<file path="src/rtl/slnw_pkg.sv">
package slnw_pkg;

  // field widths
  localparam int unsigned CmdW  = 2;
  localparam int unsigned ByteW = 8;
  localparam int unsigned PosW  = 3;
  localparam int unsigned NumW  = 17;

  // command codes
  localparam logic [CmdW-1:0] CMD_INSTR  = 2'd0;
  localparam logic [CmdW-1:0] CMD_DATA   = 2'd1;
  localparam logic [CmdW-1:0] CMD_NUMBER = 2'd2;
  // the one code with no use, ignored by the block
  localparam logic [CmdW-1:0] CMD_UNUSED = 2'd3;

  // frame constants
  localparam logic [ByteW-1:0] SYNC_INSTR = 8'hF8;
  localparam logic [ByteW-1:0] SYNC_DATA  = 8'hFA;
  localparam logic [3:0]       ASCII_HI   = 4'h3;

  // step addresses of the control store
  localparam int unsigned StepW = 4;
  localparam logic [StepW-1:0] ST_IDLE   = 4'd0;
  localparam logic [StepW-1:0] ST_F_SYNC = 4'd1;
  localparam logic [StepW-1:0] ST_F_HI   = 4'd2;
  localparam logic [StepW-1:0] ST_F_LO   = 4'd3;
  localparam logic [StepW-1:0] ST_DIV    = 4'd4;
  localparam logic [StepW-1:0] ST_POSCHK = 4'd5;
  localparam logic [StepW-1:0] ST_P_SYNC = 4'd6;
  localparam logic [StepW-1:0] ST_P_HI   = 4'd7;
  localparam logic [StepW-1:0] ST_P_LO   = 4'd8;
  localparam logic [StepW-1:0] ST_D_SYNC = 4'd9;
  localparam logic [StepW-1:0] ST_D_HI   = 4'd10;
  localparam logic [StepW-1:0] ST_D_LO   = 4'd11;

  typedef enum logic [2:0] {
    EM_NONE,
    EM_SYNC_REG,
    EM_SYNC_I,
    EM_SYNC_D,
    EM_HI,
    EM_LO
  } emit_e;

  typedef enum logic [1:0] {
    LAST_NONE,
    LAST_ONE,
    LAST_IDX0
  } last_e;

  typedef enum logic [2:0] {
    ACT_NONE,
    ACT_DISPATCH,
    ACT_DIV,
    ACT_LOAD_POS,
    ACT_LOAD_DIG,
    ACT_DEC_IDX
  } act_e;

  typedef enum logic [2:0] {
    JC_NEXT,
    JC_ALWAYS,
    JC_DISPATCH,
    JC_DIV_MORE,
    JC_NO_POS,
    JC_MORE_DIG
  } jump_e;

  typedef struct packed {
    emit_e            emit;
    last_e            last;
    act_e             act;
    jump_e            jump;
    logic [StepW-1:0] target;
  } ctl_t;

  typedef struct packed {
    logic div_more;
    logic no_pos;
    logic more_dig;
  } stat_t;

endpackage

</file>
<file path="src/rtl/slnw_seq.sv">
module slnw_seq import slnw_pkg::*; (
  input  logic            clk_i,
  input  logic            rst_ni,
  input  logic            in_valid_i,
  input  logic [CmdW-1:0] command_i,
  input  stat_t           stat_i,
  input  logic            out_free_i,
  output ctl_t            ctl_o,
  output logic            adv_o,
  output logic            in_ready_o
);

  logic [StepW-1:0] step_q, step_d;
  logic [StepW-1:0] step_inc;

  function automatic ctl_t rom_word(input logic [StepW-1:0] a);
    ctl_t w;
    w = '{emit: EM_NONE, last: LAST_NONE, act: ACT_NONE, jump: JC_ALWAYS, target: ST_IDLE};
    case (a)
      ST_IDLE: begin
        w.act  = ACT_DISPATCH;
        w.jump = JC_DISPATCH;
      end
      ST_F_SYNC: begin
        w.emit = EM_SYNC_REG;
        w.jump = JC_NEXT;
      end
      ST_F_HI: begin
        w.emit = EM_HI;
        w.jump = JC_NEXT;
      end
      ST_F_LO: begin
        w.emit = EM_LO;
        w.last = LAST_ONE;
      end
      ST_DIV: begin
        w.act    = ACT_DIV;
        w.jump   = JC_DIV_MORE;
        w.target = ST_DIV;
      end
      ST_POSCHK: begin
        w.jump   = JC_NO_POS;
        w.target = ST_D_SYNC;
      end
      ST_P_SYNC: begin
        w.emit = EM_SYNC_I;
        w.act  = ACT_LOAD_POS;
        w.jump = JC_NEXT;
      end
      ST_P_HI: begin
        w.emit = EM_HI;
        w.jump = JC_NEXT;
      end
      ST_P_LO: begin
        w.emit = EM_LO;
        w.jump = JC_NEXT;
      end
      ST_D_SYNC: begin
        w.emit = EM_SYNC_D;
        w.act  = ACT_LOAD_DIG;
        w.jump = JC_NEXT;
      end
      ST_D_HI: begin
        w.emit = EM_HI;
        w.jump = JC_NEXT;
      end
      ST_D_LO: begin
        w.emit   = EM_LO;
        w.last   = LAST_IDX0;
        w.act    = ACT_DEC_IDX;
        w.jump   = JC_MORE_DIG;
        w.target = ST_D_SYNC;
      end
      default: begin
        w.jump = JC_ALWAYS;
      end
    endcase
    return w;
  endfunction

  assign ctl_o      = rom_word(step_q);
  assign in_ready_o = (step_q == ST_IDLE);
  assign step_inc   = step_q + StepW'(1);

  // waits: idle for input, emit steps for room in the output register
  always_comb begin
    if (step_q == ST_IDLE) begin
      adv_o = in_valid_i;
    end else if (ctl_o.emit != EM_NONE) begin
      adv_o = out_free_i;
    end else begin
      adv_o = 1'b1;
    end
  end

  always_comb begin
    step_d = step_q;
    case (ctl_o.jump)
      JC_NEXT:     step_d = step_inc;
      JC_ALWAYS:   step_d = ctl_o.target;
      JC_DISPATCH: begin
        case (command_i)
          CMD_INSTR:  step_d = ST_F_SYNC;
          CMD_DATA:   step_d = ST_F_SYNC;
          CMD_NUMBER: step_d = ST_DIV;
          default:    step_d = ST_IDLE;
        endcase
      end
      JC_DIV_MORE: step_d = stat_i.div_more ? ctl_o.target : step_inc;
      JC_NO_POS:   step_d = stat_i.no_pos ? ctl_o.target : step_inc;
      JC_MORE_DIG: step_d = stat_i.more_dig ? ctl_o.target : ST_IDLE;
      default:     step_d = ST_IDLE;
    endcase
  end

  always_ff @(posedge clk_i or negedge rst_ni) begin
    if (!rst_ni) begin
      step_q <= ST_IDLE;
    end else if (adv_o) begin
      step_q <= step_d;
    end
  end

endmodule

</file>
<file path="src/rtl/slnw_dp.sv">
module slnw_dp import slnw_pkg::*; #(
  parameter int unsigned MAX_DIGITS = 5
) (
  input  logic             clk_i,
  input  logic             rst_ni,
  input  ctl_t             ctl_i,
  input  logic             adv_i,
  input  logic [CmdW-1:0]  command_i,
  input  logic [ByteW-1:0] byte_value_i,
  input  logic [PosW-1:0]  row_i,
  input  logic [PosW-1:0]  column_i,
  input  logic [NumW-1:0]  number_i,
  input  logic             out_ready_i,
  output stat_t            stat_o,
  output logic             out_free_o,
  output logic             out_valid_o,
  output logic [ByteW-1:0] serial_byte_o,
  output logic             last_o
);

  localparam int unsigned IdxW = $clog2(MAX_DIGITS);
  localparam int unsigned MulW = 2 * NumW;
  // floor(n / 10) == (n * Recip10) >> Shift10 for every n below 2^18
  localparam logic [NumW-1:0] Recip10 = 17'd104858;
  localparam int unsigned     Shift10 = 20;

  function automatic logic [63:0] pow10_less1(input int unsigned n);
    logic [63:0] p;
    p = 64'd1;
    for (int unsigned i = 0; i < n; i++) begin
      p = p * 64'd10;
    end
    return p - 64'd1;
  endfunction

  localparam logic [63:0] NumLimit = pow10_less1(MAX_DIGITS);

  logic [ByteW-1:0] cur_q;
  logic             sync_data_q;
  logic [NumW-1:0]  num_q;
  logic [PosW-1:0]  row_q;
  logic [PosW-1:0]  col_q;
  logic [IdxW-1:0]  k_q;
  logic [IdxW-1:0]  idx_q;
  logic [3:0]       dig_q [MAX_DIGITS];

  logic             out_valid_q;
  logic [ByteW-1:0] out_byte_q;
  logic             out_last_q;

  logic [NumW-1:0]  num_sat;
  logic [MulW-1:0]  prod;
  logic [NumW-1:0]  quot;
  logic [NumW-1:0]  quot10;
  logic [NumW-1:0]  rem_full;
  logic [3:0]       rem;
  logic [ByteW-1:0] pos_base;
  logic [ByteW-1:0] emit_byte;
  logic             emit_last;
  logic             do_emit;

  assign num_sat = ({47'd0, number_i} > NumLimit) ? NumLimit[NumW-1:0] : number_i;

  assign prod     = MulW'(num_q) * MulW'(Recip10);
  assign quot     = NumW'(prod >> Shift10);
  assign quot10   = (quot << 3) + (quot << 1);
  assign rem_full = num_q - quot10;
  assign rem      = rem_full[3:0];

  always_comb begin
    case (row_q)
      3'd1:    pos_base = 8'h80;
      3'd2:    pos_base = 8'h90;
      3'd3:    pos_base = 8'h88;
      3'd4:    pos_base = 8'h98;
      default: pos_base = 8'h00;
    endcase
  end

  assign stat_o.div_more = (k_q != IdxW'(MAX_DIGITS - 1));
  assign stat_o.no_pos   = !(row_q inside {[3'd1 : 3'd4]});
  assign stat_o.more_dig = (idx_q != '0);

  always_comb begin
    case (ctl_i.emit)
      EM_SYNC_REG: emit_byte = sync_data_q ? SYNC_DATA : SYNC_INSTR;
      EM_SYNC_I:   emit_byte = SYNC_INSTR;
      EM_SYNC_D:   emit_byte = SYNC_DATA;
      EM_HI:       emit_byte = {cur_q[7:4], 4'h0};
      EM_LO:       emit_byte = {cur_q[3:0], 4'h0};
      default:     emit_byte = '0;
    endcase
  end

  always_comb begin
    case (ctl_i.last)
      LAST_ONE:  emit_last = 1'b1;
      LAST_IDX0: emit_last = (idx_q == '0);
      default:   emit_last = 1'b0;
    endcase
  end

  assign out_free_o = !out_valid_q || out_ready_i;
  assign do_emit    = adv_i && (ctl_i.emit != EM_NONE);

  // working registers
  always_ff @(posedge clk_i) begin
    if (adv_i) begin
      case (ctl_i.act)
        ACT_DISPATCH: begin
          cur_q       <= byte_value_i;
          sync_data_q <= (command_i == CMD_DATA);
          num_q       <= num_sat;
          row_q       <= row_i;
          col_q       <= column_i;
          k_q         <= '0;
          idx_q       <= IdxW'(1);
        end
        ACT_DIV: begin
          num_q <= quot;
          k_q   <= k_q + IdxW'(1);
          if (rem != 4'd0 && k_q != '0) begin
            idx_q <= k_q;
          end
        end
        ACT_LOAD_POS: cur_q <= pos_base | {5'd0, col_q};
        ACT_LOAD_DIG: cur_q <= {ASCII_HI, dig_q[idx_q]};
        ACT_DEC_IDX:  idx_q <= idx_q - IdxW'(1);
        default: ;
      endcase
    end
  end

  // digit shift line, least significant digit ends at index 0
  for (genvar g = 0; g < MAX_DIGITS; g++) begin : g_dig
    always_ff @(posedge clk_i) begin
      if (adv_i && ctl_i.act == ACT_DIV) begin
        if (g == MAX_DIGITS - 1) begin
          dig_q[g] <= rem;
        end else begin
          dig_q[g] <= dig_q[(g + 1) % MAX_DIGITS];
        end
      end
    end
  end

  always_ff @(posedge clk_i or negedge rst_ni) begin
    if (!rst_ni) begin
      out_valid_q <= 1'b0;
    end else if (do_emit) begin
      out_valid_q <= 1'b1;
    end else if (out_ready_i) begin
      out_valid_q <= 1'b0;
    end
  end

  always_ff @(posedge clk_i) begin
    if (do_emit) begin
      out_byte_q <= emit_byte;
      out_last_q <= emit_last;
    end
  end

  assign out_valid_o   = out_valid_q;
  assign serial_byte_o = out_byte_q;
  assign last_o        = out_last_q;

endmodule

</file>
<file path="src/rtl/serial_lcd_number_writer_top.sv">
// instruction or data byte: accept, then emit sync, high and low frame bytes
// number: accept, divide loop, position check, position frame if row is 1 to 4, digit frames
// the first byte is registered at the first emit step, after the divide loop for a number
// step loop rate: one digit per cycle, one frame byte per cycle while the output has room
// a stalled output holds the sequencer on its emit step
// reset (rst_ni low, async) returns the step counter to idle and drops out_valid_o
module serial_lcd_number_writer_top import slnw_pkg::*; #(
  parameter int unsigned MAX_DIGITS = 5
) (
  input  logic             clk_i,
  input  logic             rst_ni,
  // command channel
  input  logic             in_valid_i,
  output logic             in_ready_o,
  input  logic [CmdW-1:0]  command_i,
  input  logic [ByteW-1:0] byte_value_i,
  input  logic [PosW-1:0]  row_i,
  input  logic [PosW-1:0]  column_i,
  input  logic [NumW-1:0]  number_i,
  // serial byte channel
  output logic             out_valid_o,
  input  logic             out_ready_i,
  output logic [ByteW-1:0] serial_byte_o,
  output logic             last_o
);

  // control word of the current step and status fed back for jumps
  ctl_t  ctl;
  stat_t stat;
  // step advances this cycle (input transfer in idle, room for an emit, else always)
  logic  adv;
  logic  out_free;

  // step counter plus control store: dispatch, digit loop, frame emit loops
  slnw_seq u_seq (
    .clk_i      (clk_i),
    .rst_ni     (rst_ni),
    .in_valid_i (in_valid_i),
    .command_i  (command_i),
    .stat_i     (stat),
    .out_free_i (out_free),
    .ctl_o      (ctl),
    .adv_o      (adv),
    .in_ready_o (in_ready_o)
  );

  // datapath: saturate, split into digits by reciprocal multiply,
  // build position byte and ascii digits, frame into sync/high/low bytes
  slnw_dp #(
    .MAX_DIGITS (MAX_DIGITS)
  ) u_dp (
    .clk_i         (clk_i),
    .rst_ni        (rst_ni),
    .ctl_i         (ctl),
    .adv_i         (adv),
    .command_i     (command_i),
    .byte_value_i  (byte_value_i),
    .row_i         (row_i),
    .column_i      (column_i),
    .number_i      (number_i),
    .out_ready_i   (out_ready_i),
    .stat_o        (stat),
    .out_free_o    (out_free),
    .out_valid_o   (out_valid_o),
    .serial_byte_o (serial_byte_o),
    .last_o        (last_o)
  );

endmodule

</file>
<file path="config.mk">
export PLATFORM = sky130hd
export DESIGN_NAME = serial_lcd_number_writer_top
export DESIGN_NICKNAME = d
export VERILOG_FILES = /design/src/rtl/slnw_pkg.sv /design/src/rtl/slnw_seq.sv /design/src/rtl/slnw_dp.sv /design/src/rtl/serial_lcd_number_writer_top.sv
export SDC_FILE = /design/constraint.sdc
export NUM_CORES = 1
export LEC_CHECK = 0
export BUFFER_PORTS_ARGS = -buffer_cell sky130_fd_sc_hd__buf_2
export CORE_ASPECT_RATIO = 0.5
export CORE_MARGIN = 4
export CORE_UTILIZATION = 60
export CTS_BUF_LIST = sky130_fd_sc_hd__clkbuf_4
export CTS_CLUSTER_SIZE = 40
export DETAILED_ROUTE_END_ITERATION = 16
export HOLD_SLACK_MARGIN = 0.05
export PLACE_DENSITY = 0.83
export REMOVE_ABC_BUFFERS = 1
export SLEW_MARGIN = 20
export SYNTH_ARGS = -nofsm -noshare
export SYNTH_HDL_FRONTEND = slang
export SYNTH_SLANG_ARGS = --single-unit
</file>
<file path="constraint.sdc">
create_clock -name clk_i -period 7.8 [get_ports clk_i]
set_input_delay 0.78 -clock clk_i [delete_from_list [all_inputs] [get_ports clk_i]]
set_output_delay 0.78 -clock clk_i [all_outputs]
set_load 0.05 [all_outputs]
</file>
; Yosys cells after proc, flatten, opt, wreduce, memory -nomap -nowiden
; Memory sizes are Yosys's and may differ from the RTL's. A register that Yosys moved wholly into a read port is not among the register bits.
; Cells that the tools add are included.
[word_totals]
reg_bits = 52
mem_bits_rw = 20
output_inout_bits = 11
elab_cells = 112
mem_count = 1
[memory_table]
columns = name, words, width, rd, rd_ports_with_merged_regs, write_ports, line
row1 = u_dp.dig_q, 5, 4, 5, 1, 5, slnw_dp.sv:45  ; logic [3:0] dig_q [MAX_DIGITS];
[op_classes]
add_sub_neg = 5
n_mul = 1
magnitude_cmp = 3
n_eq_ne = 36
muxes = 27
bitwise = 1
n_reduce_logical = 27
[op_table]
columns = op, count
row1 = one-hot mux 3 bit (5 select lines), 3
row2 = one-hot mux 8 bit (5 select lines), 1
row3 = one-hot mux 17 bit (2 select lines), 1
row4 = "multiplier 17 x 16 -> 33 bit, second input constant", 1
row5 = one-hot mux 8 bit (4 select lines), 1
row6 = "equality test 3 x 2 -> 1 bit, second input constant", 8
row7 = one-hot mux 4 bit (6 select lines), 1
row8 = one-hot mux 8 bit (3 select lines), 1
row9 = "equality test 3 bit, second input constant", 7
row10 = "> comparator 17 bit, second input constant", 1
row11 = two-way mux 17 bit, 1
row12 = "equality test 4 x 3 -> 1 bit, second input constant", 4
row13 = "equality test 4 bit, second input constant", 4
row14 = nonzero test 3 bit, 5
row15 = "equality test 3 x 1 -> 1 bit, second input constant", 4
row16 = two-way mux 4 bit, 3
row17 = one-hot mux 3 bit (2 select lines), 2
row18 = one-hot mux 3 bit (3 select lines), 1
row19 = "equality test 4 x 2 -> 1 bit, second input constant", 2
row20 = bitwise OR 8 x 3 -> 8 bit, 1
row21 = one-hot mux 4 bit (2 select lines), 1
row22 = OR reduction 7 bit, 1
row23 = logical NOT 3 bit, 2
row24 = two-way mux 1 bit, 6
row25 = other kinds (27), 38

; Depth between registers and ports, before layout
; Gate-level depths: netlist of run 1.
[logic_depth]
word_depth = 9
mapped_depth = 28

; By module
; From an unflattened synthesis of run 1, not the netlist that was laid out.
[unflattened]
cells_unflattened = 820
hier_area_um2 = 8533.2
[modules_own_cells]
columns = mod, instances, cells_per_inst, area_each_um2
row1 = slnw_dp, 1, 725, 7873.8
row2 = slnw_seq, 1, 95, 659.4

; Least setup slack after synthesis of run 1
; Ideal clock, no wire load.
[synth_timing]
path_kind = register to register
startpoint = register u_dp.num_q[6]
endpoint = register (tool-made name)
setup_ns = 0.121
arrival_ns = 6.657
t_required_ns = 7.679
path_slack_ns = 1.022
path_stages_with_launch = 25
n_path_buf = 0
period_less_slack_ns = 6.778
cell_sequence = edfxtp_1 ha_1 inv_1 fa_1 inv_1 fa_1 fa_1 fa_1 inv_1 fa_1 inv_1 ha_1 nand2_1 o21ai_1 o22ai_1 a31oi_4 xor2_1 ha_1 or3b_2 or3b_2 o211ai_1 xnor2_1 xnor2_1 o21ai_2 mux2_2
[synth_lines]
columns = element, line
row1 = start: declaration, slnw_dp.sv:40  ; logic [NumW-1:0] num_q;
row2 = start signal: assignment, slnw_dp.sv:113  ; num_q <= num_sat;
row3 = start signal: assignment, slnw_dp.sv:120  ; num_q <= quot;

==> results of run 1 <==
==> routing by layer <==
| metal | GRT usage (%) | vias up | part of all wire [%] |
|---|---|---|---|
| li1 | - | 2697 | - |
| met3 | 6.35 | 35 | 8.0 |
| met4 | 6.25 | 0 | 1.7 |
| met1 | 33.4 | 2827 | 44 |
| met2 | 39.2 | 236 | 46 |
| met5 | 0 | - | 0 |
==> critical path: cells and delay by family, from the launching register on <==
kind                     cells  cell delay (ps)
adder cells (fa/ha/maj)      8             3610
AO/OA/AOI/OAI                5             1230
AND/OR/NAND/NOR              3              710
flip-flops                   1              510
XOR/XNOR                     3              510
multiplexers                 1              360
buffers and inverters        4              220
==> cell type report <==
class	instances	area, sq um	share of cell area, %
multi-input combinational	510	5350	60.8
sequential	73	2140	24.3
inverter	190	713	8.10
timing repair buffer	49	255	2.90
tap	170	213	2.42
clock buffer	9	67.6	0.768
clock inverter	7	63.8	0.725
antenna	1	2.50	0.0284
==> registers in the layout, summed over array words and instances, names as in the netlist, 3 cells and up, named ones only <==
| register | flops |
|---|---|
| u_dp.dig_q | 20 |
| u_dp.serial_byte_o | 6 |
| u_seq.step_q | 4 |
| u_dp.num_q | 17 |
| u_dp.cur_q | 8 |
| u_dp.row_q | 3 |
| u_dp.col_q | 3 |
| u_dp.k_q | 3 |
| u_dp.idx_q | 3 |
==> through the flow <==
| step | worst slack (ps) | cells | utilization, % | cell area (sq um) | hold WS, ps |
|---|---|---|---|---|---|
| floorplan | 1020 | 773 | - | 8200 | 421 |
| CTS | 568 | 1008 | 67.4 | 8800 | 96.5 |
| global route | 208 | 1009 | 67.4 | 8800 | 90.2 |
| detailed placement | 583 | 992 | 66.4 | 8670 | 434 |
| finish | 533 | 1009 | 67.4 | 8800 | 119 |
| global placement | 767 | 992 | 66.4 | 8670 | 426 |
==> how the worst max path moves through the flow <==
stage,to,slack (ps),cells after the start
finish,flip-flop,530,24
global route,flip-flop,210,24
CTS,flip-flop,570,24
detailed placement,flip-flop,580,24
global placement,flip-flop,770,24
floorplan,flip-flop,1020,24
==> cells by family (layout without fill, tap and decap cells) <==
kind of cell	Yosys count	after routing	synth area share, %
XOR/XNOR	29	29	3.08
flip-flops	73	73	25.9
other	1	3	0.0454
multiplexers	13	13	2.23
buffers and inverters	204	255	9.39
AND/OR/NAND/NOR	126	126	7.36
adder cells (fa/ha/maj)	234	234	43.4
AO/OA/AOI/OAI	106	106	8.67
==> cells in the final DEF, fill, tap and decap left out, types with 5 or more instances in the layout <==
cell type and instances:
and2_1 7, o21ai_0 25, xor2_1 9, clkbuf_4 9
mux2i_1 6, ha_1 147, o22ai_1 7, a21oi_1 27
a21o_1 5, a22oi_1 6, xnor2_1 20, edfxtp_1 65
fa_1 87, inv_1 188, nand3_1 11, nand4_1 5
nor2_1 37, dfrtp_1 5, buf_2 45, nor3_1 5
nand2_1 38
==> impl_metrics.csv, run 1 <==
group,metric,value,unit
outcome,status,"finished, final reports clean",
clocking,cts_root_buffer,"clkbuf_4",
die,die-height,91.0,microns
critical_path,critPathLaunchType,"flip-flop",
global_route,grt_first_pass_wirelength,30400,microns
run,drv_cap,0,
synth,ys_async_sr_fraction,6.85,%
critical_path,reg2reg_depth,24,
synth,synth_top_cell_by_area,"edfxtp_1",
clocking,cts_setup_buffers,0,
synth,yosys.cell_count.top_type,"inv_1",
synth,synth.avg_cell_area,10.5,sq um
synth,synth_edf_count,65,
global_route,antenna_found_initial,1,
global_route,grt_pass1_vias,6065,
die,coreArea,13100,sq um
routing,drc,0,
critical_path,crit_type,"reg2reg",
die,start_util,63.2,%
die,row_count,29,
routing,first_pass_iters,5,
global_route,grt_start_max_net_pins,21,
global_route,gr-total-overflow,0,
critical_path,crit_top_cell,"fa_1",
timing,max_freq,138,MHz
routing,vias,5795,
placed_design,port_buffers,45,
clocking,cts_inserted_buffers,9,
clocking,clkLatencyLatePin,450,ps
synth,synth_area_leaders,"edfxtp_1, ha_1, fa_1",
timing,skew,20.6,ps
critical_path,crit_chain,"ha_1 > inv_1 > fa_1 > inv_1 > fa_1 > fa_1 > fa_1 > inv_1 > fa_1 > inv_1 > ha_1 > nand2_1 > o21ai_1 > o22ai_1 > a31oi_4 > xor2_1 > ha_1 > or3b_2 > or3b_2 > o211ai_1 > xnor2_1 > xnor2_1 > o21ai_2 > mux2_2",
die,dieArea,15800,sq um
timing,tightest_slew,672,ps
timing,fin_tns_setup,0,ps
die,pin_count,48,
synth,yosys.cell_types.count,65,
critical_path,critical_path.max_fanout,5,
routing,first_iter_violations,617,
synth,synth_top_area_share,23.6,%
timing,relSlewSlack,55.2,%
timing,hold_viol,0,
synth,synthCells,786,
clocking,htreeDepth,3,
clocking,cts_hold_buf,0,
critical_path,worst-r2r-setup-slack,530,ps
cells_and_area,fillers,999,
timing,fin_crit_sh,93.2,%
clocking,clkSinkCount,73,
synth,synth_area,8260,sq um
timing,slew_violations,0,
routing,finalWirelength,18300,microns
synth,ys_seq_elements,73,
timing,rsz0062_at_grt,"no",
critical_path,arrival,7630,ps
critical_path,required,8160,ps
hold_path,worstHoldPathType,"in2async",
routing,wire_per_inst,18.1,microns
synth,synth.top_cells.by_count,"inv_1, ha_1, fa_1",
cells_and_area,nets,1104,
critical_path,max_stage_delay,540,ps
die,die_w,174,microns
clocking,path_clk_slew,150,ps
clocking,cts.path.max_buffers,2,
clocking,cts_tree,"yes",
timing,post-route-min-period,7270,ps
timing,setup_viol,0,
routing,viasPerCell,5.74,
cells_and_area,drive_above_1_share,10.5,%
cells_and_area,areaGrowthSynthToFinish,6.57,%
critical_path,crit_path_start,"u_dp.num_q[7]",
synth,yosysWarnings,0,
clocking,cts_resized,0,
critical_path,worstSetupEndpointType,"flip-flop",
placed_design,hpwl,15500,microns
critical_path,regToRegStartpoint,"u_dp.num_q[7]",
synth,synth_ff_type,"edfxtp_1",
critical_path,crit_slowest_cell,"fa_1",
routing,drtAntennaViolNets,0,
placed_design,globalplace.congestion,0.985,
global_route,grt_use_total,24.4,%
synth,ys_seq_area_share,25.9,%
Power of run 1 is left out: the tool's default activity adds up to more than one toggle a clock period on the data nets, which glitch-free logic cannot reach.
==> run 2, diff against run 1 <==
SYNTH_HIERARCHICAL = 1   (was not set)
==> run 2 against run 1 <==
Clock skew is 10 ps lower. Flip-flop and latch count stayed put. Non-clock buffer count is 1 lower. Final cell count is 4.6% higher. Largest cell class unchanged.
==> impl_metrics.csv, run 2 <==
group,metric,value,unit
outcome,status,"finished, final reports clean",
routing,drc,0,
timing,hold_viol,0,
cells_and_area,diodes,0,
die,die-height,92.2,microns
clocking,clkLatencyLatePin,420,ps
clocking,cts_root_buffer,"clkbuf_4",
critical_path,max_stage_delay,540,ps
critical_path,required,8130,ps
clocking,htreeDepth,3,
placed_design,hpwl,15600,microns
global_route,grt_start_max_net_pins,23,
clocking,clkSinkCount,73,
cells_and_area,fin_util,66.1,%
cells_and_area,areaGrowthSynthToFinish,6.44,%
cells_and_area,drive_above_1_share,10.5,%
timing,slew_violations,0,
routing,viasPerCell,5.64,
die,dieArea,16300,sq um
die,pin_count,48,
critical_path,arrival,7740,ps
routing,first_iter_violations,563,
cells_and_area,regMostFlops,"u_dp/dig_q",
placed_design,globalplace.congestion,0.970,
die,start_util,62.1,%
clocking,cts_setup_buffers,0,
cells_and_area,layout_commonest_cell,"inv_1",
critical_path,regToRegStartpoint,"u_dp/num_q[6]",
critical_path,critical_path.max_fanout,6,
clocking,path_clk_slew,130,ps
critical_path,critPathTopFamily,"adder cells",
critical_path,crit_type,"reg2reg",
routing,finalWirelength,18400,microns
timing,max_freq,135,MHz
timing,tightest_slew,1190,ps
timing,skew,10.2,ps
synth,synth.avg_cell_area,10.4,sq um
routing,wire_per_inst,17.4,microns
synth,synth_area,8500,sq um
timing,fin_crit_sh,95.0,%
critical_path,worstSetupEndpointType,"flip-flop",
clocking,cts_tree,"yes",
placed_design,port_buffers,45,
clocking,cts.path.max_buffers,2,
global_route,gr-total-overflow,0,
cells_and_area,final_cell_mix,"inv_1, ha_1, fa_1, edfxtp_1, buf_2",
critical_path,path_buf_inv,5,
cells_and_area,top_regs,"u_dp/dig_q: 20 flops, u_dp/num_q: 17 flops, u_dp/cur_q: 8 flops",
global_route,grt_first_pass_wirelength,30400,microns
run,drv_cap,0,
critical_path,crit_slowest_cell,"fa_1",
cells_and_area,fillers,1084,
cells_and_area,largest_reg_flops,20,
global_route,grt_use_total,23.8,%
timing,post-route-min-period,7410,ps
routing,first_pass_iters,5,
die,coreArea,13700,sq um
timing,relSlewSlack,19.8,%
hold_path,worstHoldPathType,"in2async",
routing,drtAntennaViolNets,0,
routing,vias,5946,
critical_path,critPathLaunchType,"flip-flop",
global_route,antenna_found_initial,0,
clocking,cts_inserted_buffers,9,
synth,synthCells,815,
die,row_count,30,
cells_and_area,final_area,9050,sq um
critical_path,crit_path_start,"u_dp/num_q[6]",
die,die_w,176,microns
cells_and_area,nets,1129,
synth,yosysWarnings,6,
placed_design,dpl_cell_area,8910,sq um
timing,fin_tns_setup,0,ps
global_route,grt_pass1_vias,5995,
timing,setup_viol,0,
## run 2: repair_timing
| action | CTS | global route |
|---|---|---|
| resized for setup | 0 | 2 |
| setup endpoints to repair | 0 | 3 |
| hold buffers | 0 | 0 |
## run 2: final timing paths
check / end / cells past startpoint / slack, ps
setup reg to reg: flip-flop / 25 / 390
hold / removal: u_seq/step_q[0] / 1 / 140
max in group asynchronous: u_seq/step_q[2] / 1 / 7540
setup / recovery: flip-flop / 25 / 390
min in group clk_i: u_dp/dig_q[1][0] / 0 / 460
hold reg to reg: u_dp/dig_q[1][0] / 0 / 460
## run 2: worst register-to-register path: cells and delay by family, from the launching register on
kind | cells | cell delay (ps)
fa+ha+maj | 8 | 3720
simple gates | 4 | 990
flops | 1 | 510
buf+inv | 5 | 320
compound gates | 6 | 1250
mux | 1 | 330
xor+xnor | 1 | 200
## run 2: layout make-up
class / count / area, sq um / share of cell area (%)
clock buffer: 9 / 67.6 / 0.746
timing repair buffer: 48 / 248 / 2.74
sequential: 73 / 2140 / 23.6
inverter: 195 / 732 / 8.09
clock inverter: 7 / 61.3 / 0.677
multi-input combinational: 531 / 5570 / 61.5
tap: 192 / 240 / 2.65
## run 2: per-stage QoR
stage | setup slack (ps) | std cells | hold slack [ps]
after floorplan | 901 | 799 | 421
after global placement | 538 | 1039 | 428
after detailed placement | 314 | 1039 | 435
after CTS | 295 | 1055 | 122
after global routing | -3.43 | 1055 | 107
final | 389 | 1055 | 138
## run 2: layer usage
metal | routed length (microns) | vias up | global-route usage (%)
met5 | 0 | - | 0
met4 | 408 | 0 | 5.73
met3 | 1210 | 31 | 4.78
met2 | 8740 | 210 | 40.9
met1 | 8050 | 2886 | 31.5
li1 | - | 2819 | -
Power of run 2 is left out for the same reason.
==> run 3, diff against run 2 <==
clock period = 8.3 ns   (was 7.8 ns; I/O delays follow)
==> run 3 against run 2 <==
Clock skew increased by 5.2 ps. Register-to-register slack gained 360 ps. Via count increased by 0.84%. Utilization is 0.15 points lower. Final cell count is essentially flat.
==> impl_metrics.csv, run 3 (same netlist as run 2, synthesis figures left out) <==
group,metric,value,unit
die,dieArea,16300,sq um
clocking,clkSinkCount,73,
routing,first_pass_iters,5,
timing,fin_tns_setup,0,ps
timing,rsz0062_at_grt,"no",
die,start_util,62.1,%
critical_path,critPathLaunchType,"flip-flop",
clocking,clkLatencyLatePin,420,ps
hold_path,worstHoldPathType,"in2async",
timing,max_freq,132,MHz
die,coreArea,13700,sq um
clocking,htreeDepth,3,
cells_and_area,areaGrowthSynthToFinish,6.21,%
timing,hold_viol,0,
routing,first_iter_violations,540,
die,die_w,176,microns
clocking,cts_tree,"yes",
routing,drc,0,
run,drv_cap,0,
timing,post-route-min-period,7550,ps
critical_path,crit_type,"reg2reg",
outcome,status,"finished, final reports clean",
clocking,cts_hold_buf,0,
critical_path,required,8630,ps
cells_and_area,fin_cells,1054,
routing,drtAntennaViolNets,0,
clocking,cts_setup_buffers,0,
timing,fin_crit_sh,91.0,%
placed_design,port_buffers,45,
timing,tightest_slew,850,ps
timing,slew_violations,0,
clocking,cts_root_buffer,"clkbuf_4",
routing,routed-wl-met2,8920,microns
clocking,path_clk_slew,140,ps
critical_path,crit_path_start,"u_dp/num_q[6]",
die,die-height,92.2,microns
placed_design,hpwl,15800,microns
placed_design,globalplace.congestion,0.970,
clocking,cts_inserted_buffers,9,
global_route,grt_use_total,24.5,%
cells_and_area,diodes,0,
critical_path,worst-r2r-setup-slack,750,ps
die,row_count,30,
routing,finalWirelength,18700,microns
cells_and_area,top_regs,"u_dp/dig_q: 20 flops, u_dp/num_q: 17 flops, u_dp/cur_q: 8 flops",
routing,viasPerCell,5.69,
die,pin_count,48,
critical_path,reg2reg_depth,25,
cells_and_area,regMostFlops,"u_dp/dig_q",
routing,wire_per_inst,17.8,microns
global_route,grt_pass1_vias,6201,
global_route,grt_first_pass_wirelength,31300,microns
cells_and_area,layout_commonest_cell,"inv_1",
critical_path,arrival,7880,ps
timing,relSlewSlack,43.3,%
clocking,cts.path.max_buffers,2,
routing,routed.top_layer,"met4",
cells_and_area,drive_above_1_share,10.2,%
critical_path,worstSetupEndpointType,"flip-flop",
routing,drt-met1-wl,8230,microns
clocking,cts_resized,0,
cells_and_area,nets,1128,
cells_and_area,largest_reg_flops,20,
critical_path,critical_path.max_fanout,6,
timing,skew,15.4,ps
timing,setup_viol,0,
placed_design,placedCellCount,1038,
critical_path,regToRegStartpoint,"u_dp/num_q[6]",
global_route,gr-total-overflow,0,
global_route,antenna_found_initial,0,
global_route,grt_start_max_net_pins,23,
timing,hold_ws,188,ps
cells_and_area,final_cell_mix,"inv_1, ha_1, fa_1, edfxtp_1, buf_2",
routing,vias,5996,
routing,dr_wl_met3,1130,microns
==> run 3: cell types whose count changed in the layout (fill, tap and decap cells not counted), sizes merged <==
| cell | previous run | this run |
|---|---|---|
| buf | 48 | 47 |
==> run 3: how the worst min path moves through the flow <==
| stage | depth (start not counted) | startpoint | slack [ps] | endpoint |
|---|---|---|---|---|
| 3_3_place_gp | 0 | u_dp/dig_q[1][1] | 430 | u_dp/dig_q[0][1] |
| 4_1_cts | 1 | rst_ni | 170 | u_dp/out_valid_o |
| 2_1_floorplan | 0 | u_dp/dig_q[2][0] | 420 | u_dp/dig_q[1][0] |
| 3_5_place_dp | 0 | u_dp/dig_q[2][1] | 430 | u_dp/dig_q[1][1] |
| 6_report | 1 | rst_ni | 190 | u_dp/out_valid_o |
| 5_1_grt | 1 | rst_ni | 160 | u_dp/out_valid_o |
==> run 3: layout make-up <==
type	count	area (sq um)
multi-input cells	531	5550
fillers	1080	4670
flip-flops and latches	73	2140
inverters	195	732
repair buffers	47	240
well taps	192	240
clock buffers	9	67.6
clock inverters	7	61.3
==> run 3: layer usage <==
| layer | track usage, % | vias to the layer above |
|---|---|---|
| met2 | 41.8 | 228 |
| li1 | - | 2806 |
| met4 | 6.31 | 0 |
| met5 | 0 | - |
| met3 | 4.16 | 35 |
| met1 | 32.7 | 2927 |
==> run 3: worst max-delay path, stage by stage (launching register included) <==
cell and delay [ps]:
edfxtp_1 530, ha_1 440, inv_1 100, fa_1 540
inv_1 60, fa_1 500, fa_1 520, fa_1 540
inv_1 50, fa_1 530, inv_1 40, ha_1 280
nand4_1 120, nor2_1 180, o21ai_2 130, o311ai_4 440
xor2_1 150, ha_1 340, nor3b_1 360, nor3_1 90
inv_1 80, a21o_1 110, o2111ai_1 140, or4_4 530
a31oi_4 300, mux2_4 330
==> run 3: stage by stage <==
stage	worst slack, ps	utilization (%)	cell area (sq um)
floorplan	1400	-	8420
global placement	1040	65.0	8900
detailed placement	830	65.0	8900
CTS	803	65.9	9030
global route	356	65.9	9030
finish	751	65.9	9030
Power of run 3 is left out for the same reason.
